==> config.mk <==
export PLATFORM = sky130hd
export DESIGN_NAME = deflate_length_distance_decode_top
export DESIGN_NICKNAME = d
export VERILOG_FILES = /design/src/hw/rtl/dld_pkg.sv /design/src/hw/rtl/deflate_length_distance_decode_top.sv
export SDC_FILE = /design/constraint.sdc
export NUM_CORES = 1
export LEC_CHECK = 0
export BUFFER_PORTS_ARGS = -buffer_cell sky130_fd_sc_hd__buf_4
export CORE_MARGIN = 3
export CORE_UTILIZATION = 60
export CTS_BUF_LIST = sky130_fd_sc_hd__clkbuf_4 sky130_fd_sc_hd__clkbuf_8
export DETAILED_ROUTE_END_ITERATION = 8
export PLACE_DENSITY = 0.82
export SETUP_SLACK_MARGIN = 0.2
export SKIP_LAST_GASP = 1
export SYNTH_ARGS = -nofsm -noshare
export SYNTH_HDL_FRONTEND = slang
export SYNTH_SLANG_ARGS = --single-unit
==> constraint.sdc <==
create_clock -name clk -period 6.95 [get_ports clk]
set_input_delay 0 -clock clk [delete_from_list [all_inputs] [get_ports clk]]
set_output_delay 0 -clock clk [all_outputs]
set_load 0.01 [all_outputs]
==> src/hw/rtl/dld_pkg.sv <==
// Shared types, codes and symbol tables for the DEFLATE length/distance decoder.
package dld_pkg;

    localparam logic [1:0] CMD_LEN   = 2'd0;
    localparam logic [1:0] CMD_DIST  = 2'd1;
    localparam logic [1:0] CMD_FIXED = 2'd2;
    localparam logic [1:0] CMD_BIT   = 2'd3;

    localparam logic [1:0] ERR_OK       = 2'd0;
    localparam logic [1:0] ERR_BAD_LEN  = 2'd1;
    localparam logic [1:0] ERR_BAD_DIST = 2'd2;
    localparam logic [1:0] ERR_UNEXP    = 2'd3;

    localparam int LMIN = 3;
    localparam int DMIN = 1;
    localparam logic [3:0] FIXED_CODE_BITS = 4'd5;
    localparam logic [8:0] LEN_SYM_FIRST = 9'd257;
    localparam logic [8:0] LEN_SYM_LAST  = 9'd285;
    localparam logic [8:0] LEN_MAX       = 9'd258;
    localparam logic [8:0] DIST_SYM_LAST = 9'd29;

    typedef struct packed {
        logic [15:0] value;
        logic        is_dist;
        logic [1:0]  err;
    } result_t;

    // Extra-bit count for a length symbol offset (symbol - 257), 0..27.
    function automatic logic [3:0] len_nbits(input logic [4:0] s);
        logic [2:0] df;
        df = s[4:2];
        if (s < 5'd8)
            len_nbits = 4'd0;
        else
            len_nbits = {1'b0, df} - 4'd1;
    endfunction

    function automatic logic [14:0] len_base(input logic [4:0] s);
        logic [2:0]  df;
        logic [3:0]  nb;
        df = s[4:2];
        nb = len_nbits(s);
        if (s < 5'd8)
            len_base = 15'({10'd0, s} + 15'(LMIN));
        else
            len_base = (15'd2 << df) + (15'({13'd0, s[1:0]}) << nb) + 15'(LMIN);
    endfunction

    // Extra-bit count for a distance symbol 0..29.
    function automatic logic [3:0] dist_nbits(input logic [4:0] sym);
        logic [3:0] df;
        df = sym[4:1];
        if (sym < 5'd4)
            dist_nbits = 4'd0;
        else
            dist_nbits = df - 4'd1;
    endfunction

    function automatic logic [14:0] dist_base(input logic [4:0] sym);
        logic [3:0] df;
        logic [3:0] nb;
        df = sym[4:1];
        nb = dist_nbits(sym);
        if (sym < 5'd4)
            dist_base = {10'd0, sym} + 15'(DMIN);
        else
            dist_base = (15'd1 << df) + (15'({14'd0, sym[0]}) << nb) + 15'(DMIN);
    endfunction

endpackage

==> src/hw/rtl/deflate_length_distance_decode_top.sv <==
// Top level of the DEFLATE length/distance extra-bits decoder.
//
//  channel | signals                                   | direction
//  --------+-------------------------------------------+----------
//  input   | in_valid, in_stall, cmd, symbol, stream_bit | sink
//  output  | out_valid, out_stall, decoded_value,       | source
//          | is_distance, error_code                   |
//
// One item per cycle while in_stall is low; a result, when an item causes one, is
// registered into the output register, or into the skid entry under output stall.
// The decode state advances in a single step from the item and the held state.
// A one-entry skid stage behind the output register keeps input open while a single
// result waits under output stall; in_stall rises only while the skid entry is full.
// rst_n clears the decode state and both valid flags asynchronously.
module deflate_length_distance_decode_top
    import dld_pkg::*;
(
    input  logic        clk,
    input  logic        rst_n,
    input  logic        in_valid,
    output logic        in_stall,
    input  logic [1:0]  cmd,
    input  logic [8:0]  symbol,
    input  logic        stream_bit,
    output logic        out_valid,
    input  logic        out_stall,
    output logic [15:0] decoded_value,
    output logic        is_distance,
    output logic [1:0]  error_code
);

    localparam logic [1:0] PH_IDLE  = 2'd0;
    localparam logic [1:0] PH_CODE  = 2'd1;
    localparam logic [1:0] PH_EXTRA = 2'd2;

    logic [1:0]  phase_reg, phase_next;
    logic [3:0]  bits_left_reg, bits_left_next;
    logic [3:0]  bit_index_reg, bit_index_next;
    logic [12:0] extra_reg, extra_next;
    logic [14:0] base_reg, base_next;
    logic [4:0]  code_reg, code_next;
    logic        dist_reg, dist_next;

    logic        out_valid_reg, skid_valid_reg;
    result_t     out_reg, skid_reg;

    logic        accept;
    logic        res_valid;
    result_t     res;
    logic        out_take;

    assign in_stall  = skid_valid_reg;
    assign accept    = in_valid && !skid_valid_reg;
    assign out_take  = out_valid_reg && !out_stall;

    assign out_valid     = out_valid_reg;
    assign decoded_value = out_reg.value;
    assign is_distance   = out_reg.is_dist;
    assign error_code    = out_reg.err;

    always_comb
    begin
        logic        dist_go;
        logic [8:0]  dsym;
        logic [4:0]  lsym;
        logic [3:0]  nb;
        logic [14:0] bv;
        logic [12:0] ex;
        logic [3:0]  bl;

        phase_next     = phase_reg;
        bits_left_next = bits_left_reg;
        bit_index_next = bit_index_reg;
        extra_next     = extra_reg;
        base_next      = base_reg;
        code_next      = code_reg;
        dist_next      = dist_reg;
        res_valid      = 1'b0;
        res            = '0;
        dist_go        = 1'b0;
        dsym           = symbol;
        lsym           = 5'(symbol - LEN_SYM_FIRST);
        nb             = 4'd0;
        bv             = 15'd0;
        ex             = 13'd0;
        bl             = 4'd0;

        if (accept)
        begin
            if (cmd != CMD_BIT)
            begin
                if (phase_reg != PH_IDLE)
                begin
                    res_valid = 1'b1;
                    res.err   = ERR_UNEXP;
                end
                else
                begin
                    case (cmd)
                        CMD_LEN:
                        begin
                            if (symbol < LEN_SYM_FIRST || symbol > LEN_SYM_LAST)
                            begin
                                res_valid = 1'b1;
                                res.err   = ERR_BAD_LEN;
                            end
                            else
                            begin
                                if (symbol == LEN_SYM_LAST)
                                begin
                                    bv = {6'd0, LEN_MAX};
                                    nb = 4'd0;
                                end
                                else
                                begin
                                    bv = len_base(lsym);
                                    nb = len_nbits(lsym);
                                end
                                if (nb == 4'd0)
                                begin
                                    res_valid = 1'b1;
                                    res.value = {1'b0, bv};
                                end
                                else
                                begin
                                    base_next      = bv;
                                    bits_left_next = nb;
                                    bit_index_next = 4'd0;
                                    extra_next     = 13'd0;
                                    dist_next      = 1'b0;
                                    phase_next     = PH_EXTRA;
                                end
                            end
                        end
                        CMD_DIST:
                        begin
                            dist_go = 1'b1;
                        end
                        default:
                        begin
                            code_next      = 5'd0;
                            bit_index_next = 4'd0;
                            dist_next      = 1'b1;
                            phase_next     = PH_CODE;
                        end
                    endcase
                end
            end
            else
            begin
                case (phase_reg)
                    PH_CODE:
                    begin
                        code_next      = {code_reg[3:0], stream_bit};
                        bit_index_next = bit_index_reg + 4'd1;
                        if (bit_index_next >= FIXED_CODE_BITS)
                        begin
                            bit_index_next = 4'd0;
                            dsym           = {4'd0, code_next};
                            dist_go        = 1'b1;
                        end
                    end
                    PH_EXTRA:
                    begin
                        ex             = extra_reg | (13'(stream_bit) << bit_index_reg);
                        extra_next     = ex;
                        bit_index_next = bit_index_reg + 4'd1;
                        bl             = bits_left_reg - 4'd1;
                        bits_left_next = bl;
                        if (bl == 4'd0)
                        begin
                            phase_next     = PH_IDLE;
                            bit_index_next = 4'd0;
                            res_valid      = 1'b1;
                            res.value      = {1'b0, base_reg} + {3'd0, ex};
                            res.is_dist    = dist_reg;
                        end
                    end
                    default:
                    begin
                        // stream bit with no decode open
                        phase_next = PH_IDLE;
                        res_valid  = 1'b1;
                        res.err    = ERR_UNEXP;
                    end
                endcase
            end

            if (dist_go)
            begin
                if (dsym > DIST_SYM_LAST)
                begin
                    phase_next  = PH_IDLE;
                    res_valid   = 1'b1;
                    res.is_dist = 1'b1;
                    res.err     = ERR_BAD_DIST;
                end
                else
                begin
                    bv = dist_base(dsym[4:0]);
                    nb = dist_nbits(dsym[4:0]);
                    if (nb == 4'd0)
                    begin
                        phase_next  = PH_IDLE;
                        res_valid   = 1'b1;
                        res.value   = {1'b0, bv};
                        res.is_dist = 1'b1;
                    end
                    else
                    begin
                        base_next      = bv;
                        bits_left_next = nb;
                        bit_index_next = 4'd0;
                        extra_next     = 13'd0;
                        dist_next      = 1'b1;
                        phase_next     = PH_EXTRA;
                    end
                end
            end
        end
    end

    always_ff @(posedge clk or negedge rst_n)
    begin
        if (!rst_n)
        begin
            phase_reg     <= PH_IDLE;
            bits_left_reg <= 4'd0;
            bit_index_reg <= 4'd0;
            extra_reg     <= 13'd0;
            base_reg      <= 15'd0;
            code_reg      <= 5'd0;
            dist_reg      <= 1'b0;
        end
        else
        begin
            phase_reg     <= phase_next;
            bits_left_reg <= bits_left_next;
            bit_index_reg <= bit_index_next;
            extra_reg     <= extra_next;
            base_reg      <= base_next;
            code_reg      <= code_next;
            dist_reg      <= dist_next;
        end
    end

    // Output register with a one-entry skid stage
    always_ff @(posedge clk or negedge rst_n)
    begin
        if (!rst_n)
        begin
            out_valid_reg  <= 1'b0;
            skid_valid_reg <= 1'b0;
        end
        else
        begin
            if (out_take || !out_valid_reg)
            begin
                if (skid_valid_reg)
                begin
                    out_valid_reg  <= 1'b1;
                    skid_valid_reg <= 1'b0;
                end
                else
                begin
                    out_valid_reg <= res_valid;
                end
            end
            else if (res_valid)
            begin
                skid_valid_reg <= 1'b1;
            end
        end
    end

    always_ff @(posedge clk)
    begin
        if (out_take || !out_valid_reg)
        begin
            if (skid_valid_reg)
                out_reg <= skid_reg;
            else if (res_valid)
                out_reg <= res;
        end
        else if (res_valid)
        begin
            skid_reg <= res;
        end
    end

`ifndef ASSERT_OFF
    a_skid_behind_out: assert property (@(posedge clk) disable iff (!rst_n)
        skid_valid_reg |-> out_valid_reg)
        else $error("skid entry held with output register empty");

    a_skid_holds: assert property (@(posedge clk) disable iff (!rst_n)
        skid_valid_reg && out_stall |=> skid_valid_reg && $stable(skid_reg))
        else $error("skid entry lost during output stall");

    a_extra_count: assert property (@(posedge clk) disable iff (!rst_n)
        phase_reg == PH_EXTRA |-> bits_left_reg != 4'd0 && bit_index_reg < 4'd13)
        else $error("extra-bit counters out of range");

    a_code_index: assert property (@(posedge clk) disable iff (!rst_n)
        phase_reg == PH_CODE |-> bit_index_reg < FIXED_CODE_BITS && dist_reg)
        else $error("fixed code index out of range");

    a_err_zero_value: assert property (@(posedge clk) disable iff (!rst_n)
        out_valid_reg && out_reg.err != ERR_OK |-> out_reg.value == 16'd0)
        else $error("error result carries a value");
`endif

endmodule

==> results by stage, run 1 <==
Outcome:
- The flow ran to the end, and the final reports show no timing, DRC or antenna violations.

Logic synthesis:
- For this run, asynchronously set or reset flops after synthesis account for 0.542.
- The portion of synthesized cell area occupied by the leading cell type is 0.157.
- The synthesis-stage register bit count is 83.
- The Yosys step of the flow raised 0 warnings.
- The post-synthesis instance area is 0.00725 mm^2.
- Among all flip-flop cells after synthesis, the most frequent one is dfrtp_1.
- The share of synthesized area occupied by flip-flops and latches is 0.313.
- Summed over all instances, the cell type with the most area after synthesis is edfxtp_1.
- After synthesis, the cell types taking the most area are edfxtp_1 16%, dfrtp_1 16%, ha_1 12%, nand2_1 5.1%, a21oi_1 3.5%.
- Counting distinct cell types in the post-synthesis netlist gives 84.
- In the post-synthesis netlist, the cell with the most instances is nand2_1.
- Counting every instance in the synthesized netlist gives 838.
- Dividing the synthesized area by the synthesized cell count gives 8.65 um^2.
- The commonest cells after synthesis are 99 x nand2_1, 69 x ha_1, 63 x inv_1, 63 x nor2_1, 50 x a21oi_1.
- The number of synthesized flops with an enable pin is 38.

Timing:
- The max-slew headroom at the worst pin is 0.115.
- The worst path in the final design needs a cycle of 5880 ps, including I/O delays and setup.
- Setup slack closes at 1070 ps.
- The total count of max-transition violations in the final report was 0.
- For the final database, setup skew stands at 24.6 ps.
- Setup repair after global routing left no endpoint under its margin.
- Setup violations remaining at the end of the flow were counted as 0.
- At the pin with the least slew margin, the transition time is 1320 ps.
- In the finished design, the share of the clock period the worst path needs comes to 0.846.
- For the final routed database, the setup TNS stands at 0 ps.
- The top achievable clock speed is 0.170 GHz.
- The final count of hold timing violations came to 0.

Global routing:
- The number of antenna violations at the first check in global routing came to 0.
- The largest net degree at the start of global routing is 46.
- The total routing usage reported by global routing is 0.331.
- The wire length of the first global-routing pass is 34400 um.
- The global-route congestion overflow total is 0.
- The number of global-route vias before repair is 6458.

Setup path:
- In this run the worst path has a maximum fanout of 9.
- Data on the critical path is required at its endpoint by 7060 ps.
- The worst setup path is launched from a flip-flop.
- The setup slack on the worst flop-to-flop path is 1070 ps.
- The worst register-to-register path has a depth of 19.
- The critical path capture point type is a flip-flop.
- The startpoint of the most critical setup path is bit_index_reg[0]$_DFFE_PN0P_.
- The worst register-to-register path ends at decoded_value[13]$_DFFE_PP_.
- In this run the critical register-to-register path is launched from bit_index_reg[0]$_DFFE_PN0P_.
- The data arrival time of the critical path is 5990 ps.
- The worst setup path is of the flip-flop to flip-flop kind.
- The capturing element of the worst setup path is decoded_value[13]$_DFFE_PP_.

CTS:
- Clock-pin slew was measured on the worst setup and hold paths at 100 ps.
- The clock latency reported for the late side of the worst-skew pair is 390 ps.
- Post-CTS timing repair inserted 0 buffers for setup.
- TritonCTS built the clock tree.
- Counting every sink on the clock net gives 83.
- The number of gates resized after CTS was 0.
- The H-tree generated during clock tree synthesis spans 3 levels.
- Counting along the longest clock path gives a buffer depth of 2.
- The cell at the root of the clock tree is clkbuf_8.
- Counting the buffers created by CTS gives 9.
- After clock tree synthesis, the flow added hold-fix buffers numbering 4.

Pwr:
- The proportion of power drawn by flip-flops and latches is 0.348.
- The clock group share of total power is 0.222.
- IR analysis of the VDD net gives a maximum drop of 0.270 mV.
- The switching power as a share of total power is 0.403.
- The net switching component of the power is 0.814 mW.
- Power spread over the standard cell area amounts to 254 mW/mm^2.
- The power share of the combinational group is 0.431.
- The static leakage power is 3.68 nW.
- The internal power consumption is 1.21 mW.

Routing:
- The length of the first detailed-routing pass in iterations is 6.
- Once detail routing completed, the nets flagged for antenna violations numbered 0.
- The via count is 6779.
- After detailed routing, the number of remaining DRC violations is 0.
- The average wire per cell in the routed design is 21.2 um.
- The final wirelength is 21500 um.
- The detailed router finished its first iteration with 607 violations.
- Dividing the detail-routed via count by the number of cells gives 6.66.

Run:
- The max-capacitance violation count is 0.

Floorplanning:
- The number of rows created at floorplan is 39.
- For this design the top-level I/O count stands at 37.
- The die is 116 um wide.
- The initial utilization of the core area, before any placement, comes to 0.624.
- The floorplan step defined a die boundary enclosing 0.0134 mm^2.
- Measured along the y axis, the die boundary spans 116 um.
- The core region area is 0.0116 mm^2.

Cells and area:
- 0 antenna diodes ended up in the layout.
- The area of the multi-input gates is 0.00463 mm^2.
- The flip-flop count of the largest register, all copies and words added is 19.
- After filler insertion, the fill cell instance count of the layout stands at 1037.
- The relative area change from synthesis to final layout is 9.62%.
- The total number of nets in the final design is 958.
- The share of cells above drive strength 1 is 0.104.
- The flip-flop and latch area is 0.00227 mm^2.

Place:
- Input and output buffers added on the ports amount to 36.
- Routability-driven placement finished with a final weighted congestion of 0.980.
- The detailed placer's ending HPWL is 16600 um.
- At the placement stage, the worst setup path has a slack of 1150 ps.

Worst hold path:
- The min-delay analysis places its worst path in the category input port to asynchronous set/reset pin.
==> how the worst min path moves through the flow <==
stage	slack, ps	depth (start not counted)	endpoint
3_3_place_gp	30	1	extra_reg[7]$_DFFE_PN0P_
2_1_floorplan	-300	0	base_reg[0]$_DFFE_PN0P_
4_1_cts	170	2	extra_reg[9]$_DFFE_PN0P_
3_5_place_dp	40	1	extra_reg[6]$_DFFE_PN0P_
5_1_grt	190	4	dist_reg$_DFFE_PN0P_
6_report	190	2	extra_reg[11]$_DFFE_PN0P_
==> through the flow <==
| stage | util | total power, mW | cell area (um^2) | hold WS [ps] | instances |
|---|---|---|---|---|---|
| after floorplan | - | 1.28 | 7250 | -296 | 839 |
| after global placement | 0.659 | 1.54 | 7650 | 33.8 | 998 |
| after detailed placement | 0.659 | 1.56 | 7650 | 44.5 | 998 |
| after CTS | 0.684 | 2.01 | 7940 | 166 | 1018 |
| after global routing | 0.684 | 2.14 | 7940 | 193 | 1018 |
| final | 0.684 | 2.02 | 7940 | 188 | 1018 |
==> cell families (layout without fill, tap and decap cells) <==
| group | after synthesis | after routing | synth area share |
|---|---|---|---|
| buf+inv | 92 | 128 | 0.0494 |
| compound gates | 234 | 234 | 0.236 |
| xor+xnor | 34 | 34 | 0.0430 |
| flops | 83 | 83 | 0.313 |
| mux | 11 | 11 | 0.0185 |
| simple gates | 311 | 311 | 0.212 |
| other cells | 1 | 2 | 0.000517 |
| fa+ha+maj | 72 | 72 | 0.127 |
==> critical path, cell delays in order, from the launching register on <==
cell and delay, ps:
dfrtp_1 530, ha_1 320, a211oi_2 120, a41o_4 300, o21ai_1 250, and2_1 300
ha_1 280, mux4_2 550, a211oi_4 450, nand3_1 210, inv_1 100, ha_1 210
nor2b_1 140, o31ai_1 460, a211oi_1 220, o41ai_1 450, nand2_1 100, a21oi_1 180
xor2_1 260, o221ai_1 160
==> final cells by class <==
cell class,count,share of cell area
multi-input cells,664,0.583
flip-flops and latches,83,0.285
repair buffers,49,0.0476
inverters,63,0.0298
well taps,143,0.0225
clock inverters,7,0.0161
clock buffers,9,0.0156
==> power groups by stage <==
stage,registers (mW),clock network [mW],logic (mW)
6_report,0.703,0.448,0.870
3_5_place_dp,0.713,0,0.848
3_3_place_gp,0.707,0,0.830
5_1_grt,0.713,0.466,0.960
2_1_floorplan,0.703,0,0.572
4_1_cts,0.703,0.450,0.855
==> routing by layer <==
| layer | vias to the layer above | part of all wire | GRT usage |
|---|---|---|---|
| li1 | 3138 | - | - |
| met4 | 0 | 0.028 | 0.116 |
| met2 | 313 | 0.48 | 0.543 |
| met1 | 3271 | 0.41 | 0.444 |
| met5 | - | 0 | 0 |
| met3 | 57 | 0.078 | 0.0548 |
==> cell usage in the layout (no fill, tap or decap), drive strengths merged, types with 12 or more instances in the layout <==
cell type	n
nand2	100
ha	69
inv	67
nor2	64
a21oi	50
dfrtp	45
buf	45
o21ai	41
edfxtp	38
nor3	30
nand3	23
xnor2	21
and3	19
and2	16
nor2b	13
nand2b	13
xor2	12
a21o	12
o22a	12
(Power assumes the default switching activity.)
==> run 2, diff against run 1 <==
Settings changed: ABC_AREA from default to 1.
Clock period 6.95 ns to 5.5 ns, I/O delays scaled along.
==> results by stage, run 2 <==
Outcome:
- The run finished with clean final reports.

Timing:
- The max-slew headroom at the worst pin is 0.506 (+0.391).
- The final number of setup-violating endpoints was 0 (unchanged).
- The total negative slack for setup checks is 0 ps (unchanged).
- The setup clock skew after layout is 19.2 ps (-5.43 ps).
- The post-route minimum period came to 4800 ps (-1080 ps).
- Setup repair after global routing left no endpoint under its margin.
- The top achievable clock speed is 0.209 GHz (+23%).
- The total count of max-transition violations in the final report came to 0 (unchanged).
- The fraction of the cycle the final worst path needs is 0.872 (+0.0264).
- The transition at the pin with the smallest max-transition slack is 741 ps (-576 ps).
- The final count of hold timing violations was 0 (unchanged).
- The worst hold slack is 151 ps (-37.1 ps).

Global routing:
- The wire length of the first global-routing pass was 31300 um (-8.9%).
- The largest net degree at the start of global routing is 46 (unchanged).
- The total routing usage reported by global routing came to 0.293 (-0.0374).
- The number of antenna violations at the first check in global routing is 0 (unchanged).
- The number of global-route vias before repair is 6336 (-1.9%).
- The global-route congestion overflow total is 0 (unchanged).

Place:
- The final weighted congestion in routability-driven placement was 1.03 (+5.1%).
- The count of input and output buffers is 36 (unchanged).
- The cell area reported after detailed placement came to 0.00768 mm^2 (+0.38%).
- The number of instances in the placed design is 1167 (+17%).
- The detailed placer's ending HPWL is 14900 um (-10%).

Logic synthesis:
- The commonest register cell after synthesis is dfrtp_1.
- The average footprint of a synthesized cell is 7.28 um^2 (-16%).
- The fraction of registers with async set or reset after synthesis is 0.542 (unchanged).
- The portion of synthesized cell area occupied by the leading cell type is 0.156 (-0.00191).
- Yosys attributes the largest share of cell area to edfxtp_1 16%, dfrtp_1 15%, ha_1 12%, nand2_1 11%, inv_1 7.5%.
- The biggest area consumer among synthesized cells is edfxtp_1.
- The post-synthesis instance area came to 0.00734 mm^2 (+1.2%).
- The number of synthesized flops with an enable pin is 38 (unchanged).
- The post-synthesis cell type count was 60 (-29%).
- The warning count from the yosys run is 0 (unchanged).
- The cell count after synthesis is 1007 (+20%).
- The share of synthesized area occupied by flip-flops and latches is 0.309 (-0.00379).
- The commonest cells after synthesis are 213 x nand2_1, 147 x inv_1, 88 x nand3_1.
- The synthesis-stage register bit count came to 83 (unchanged).
- The most numerous cell in the Yosys netlist is nand2_1.

Routing:
- The highest metal layer with signal wires is met4.
- The post-route antenna net violation count came to 0 (unchanged).
- The met3 wire length is 1630 um (-3.7%).
- The final wirelength was 19300 um (-11%).
- The average wire per cell in the routed design is 16.2 um (-23%).
- The number of DRC violations after detailed routing is 0 (unchanged).
- The wire length on met1 is 8310 um (-6.9%).
- The number of DRC violations after detailed-routing iteration 0 came to 803 (+32%).
- The detailed route wirelength on metal2 is 8710 um (-16%).
- The average vias per placed instance is 5.94 (-11%).
- The length of the first detailed-routing pass in iterations is 6 (unchanged).
- The via count is 7044 (+3.9%).

Worst hold path:
- The path type of the worst min-delay path is input port to asynchronous set/reset pin.

CTS:
- The TritonCTS clock tree is done.
- The total clock buffers created by CTS came to 9 (unchanged).
- The post-CTS repair timing setup buffer count is 0 (unchanged).
- The post-cts resize count came to 0 (unchanged).
- The level count of the clock H-tree is 3 (unchanged).
- In this run the clock root is driven by a clkbuf_8.
- The deepest clock path buffer count came to 2 (unchanged).
- The clock-pin slew reported for the worst setup and hold paths after clock tree synthesis was 100 ps (about the same).
- The clock sink total is 83 (unchanged).
- The clock latency reported for the late side of the worst-skew pair is 380 ps (about the same).

Cells and area:
- The utilization of the core after routing came to 0.680 (-0.00393).
- From synthesis to final layout, the design area changed by 8.12%.
- The non-filler instance count after layout is 1186 (+17%).
- The share of cells above drive strength 1 is 0.0959 (-0.00812).
- The library cells used most frequently in the layout, excluding fill and tap cells, are 213 x nand2_1, 147 x inv_1, 88 x nand3_1.
- The antenna diode count is 0 (unchanged).
- The flip-flop count of the largest register, all copies and words added was 19 (unchanged).
- The cell area after layout was 0.00793 mm^2 (-0.16%).
- The most common cell after layout, fill and taps aside is nand2_1.
- The total number of nets in the final design is 1126 (+18%).

Setup path:
- The highest net fanout along the worst path came to 28 (+19).
- On the critical path, the stage with the largest delay is an instance of dfrtp_1.
- The data arrival time of the critical path was 4920 ps (-1070 ps).
- The critical path data required time is 5630 ps (-1430 ps).
- The startpoint type of the worst setup path is a flip-flop.
- The largest incremental delay on the critical path is 510 ps (-40 ps).
- The critical path in this run is classified as flip-flop to flip-flop.
- The worst setup path is captured at a flip-flop.
- The cell that appears most often on the critical path is nand2_1.

Pwr:
- The static leakage power was 3.90 nW (+5.8%).
- The power share of the combinational group is 0.390 (-0.041).
- The switching power as a share of total power is 0.394 (-0.00922).
- The net switching component of the power was 0.909 mW (+12%).
- The clock group share of total power is 0.216 (-0.006).
- The worst voltage drop across the vdd grid is 0.162 mV (-40%).
- The power per unit of standard cell area was 291 mW/mm^2 (+14%).
- The proportion of power drawn by flip-flops and latches came to 0.395 (+0.047).
- The internal power consumption is 1.40 mW (+16%).

Floorplanning:
- The die extent in y came to 117 um (+0.58%).
- The core region area came to 0.0117 mm^2 (+0.42%).
- The floorplan die area is 0.0136 mm^2 (+1.2%).
- The die extent in x is 117 um (+0.58%).
- The starting density of the core is 0.629 (+0.00501).
- The number of rows created at floorplan came to 39 (unchanged).
- The number of top-level design ports is 37 (unchanged).

Run:
- The max-capacitance violation count is 0 (unchanged).
[run 2: power by group through the flow]
stage | Clock [mW] | Sequential, mW | Combinational [mW]
floorplan | 0 | 0.917 | 0.593
global placement | 0 | 0.919 | 0.855
detailed placement | 0 | 0.922 | 0.872
CTS | 0.496 | 0.909 | 0.886
global route | 0.523 | 0.929 | 1.00
finish | 0.498 | 0.911 | 0.900
[run 2: worst paths after layout]
check | startpoint | end | slack, ps | cells after the start
setup / recovery | bit_index_reg[0]$_DFFE_PN0P_ | decoded_value[10]$_DFFE_PP_ | 700 | 31
hold / removal | rst_n | code_reg[0]$_DFFE_PN0P_ | 150 | 2
setup reg to reg | bit_index_reg[0]$_DFFE_PN0P_ | decoded_value[10]$_DFFE_PP_ | 700 | 31
hold reg to reg | skid_reg[15]$_DFFE_PP_ | decoded_value[12]$_DFFE_PP_ | 530 | 2
max in group asynchronous | rst_n | base_reg[14]$_DFFE_PN0P_ | 4900 | 2
min in group clk | cmd[0] | phase_reg[0]$_DFFE_PN0P_ | 150 | 5
[run 2: cell type report]
| class | count | area [um^2] |
|---|---|---|
| fill | 1046 | 3730 |
| clock buffer | 10 | 131 |
| multi-input combinational | 747 | 4350 |
| clock inverter | 6 | 88.8 |
| tap | 143 | 179 |
| timing repair buffer | 43 | 330 |
| inverter | 154 | 588 |
| sequential | 83 | 2270 |
[run 2: cell families after synthesis]
kind of cell               Yosys count  synth area share
AOI/OAI and AO/OA                  190             0.151
xor gates and xnor gates            15            0.0179
adders and majority gates           72             0.126
buffers and inverters              178            0.0989
DFF                                 83             0.309
muxes                                2           0.00290
other                                1          0.000511
and+or+nand+nor                    466             0.294
[run 2: critical path, delay by kind of cell (launching register included)]
| kind | cells | cell delay (ps) |
|---|---|---|
| AOI/OAI and AO/OA | 4 | 650 |
| adders and majority gates | 3 | 830 |
| buffers and inverters | 4 | 330 |
| DFF | 1 | 510 |
| and+or+nand+nor | 20 | 2210 |
[run 2: what timing repair did]
| item | 4_1_cts | 5_1_grt |
|---|---|---|
| endpoints found under the hold margin | 48 | 0 |
| setup endpoints to repair | 0 | 0 |
| hold buffers | 3 | 0 |
[run 2: per-stage QoR]
step | power [mW] | worst slack, ps
floorplan | 1.51 | 1450
detailed placement | 1.79 | 849
global placement | 1.77 | 1030
CTS | 2.29 | 802
global route | 2.45 | 295
finish | 2.31 | 704
[run 2: metal layers]
metal,global-route usage,vias up
met4,0.0910,0
met5,0,-
met3,0.0425,62
li1,-,3462
met2,0.480,338
met1,0.405,3182
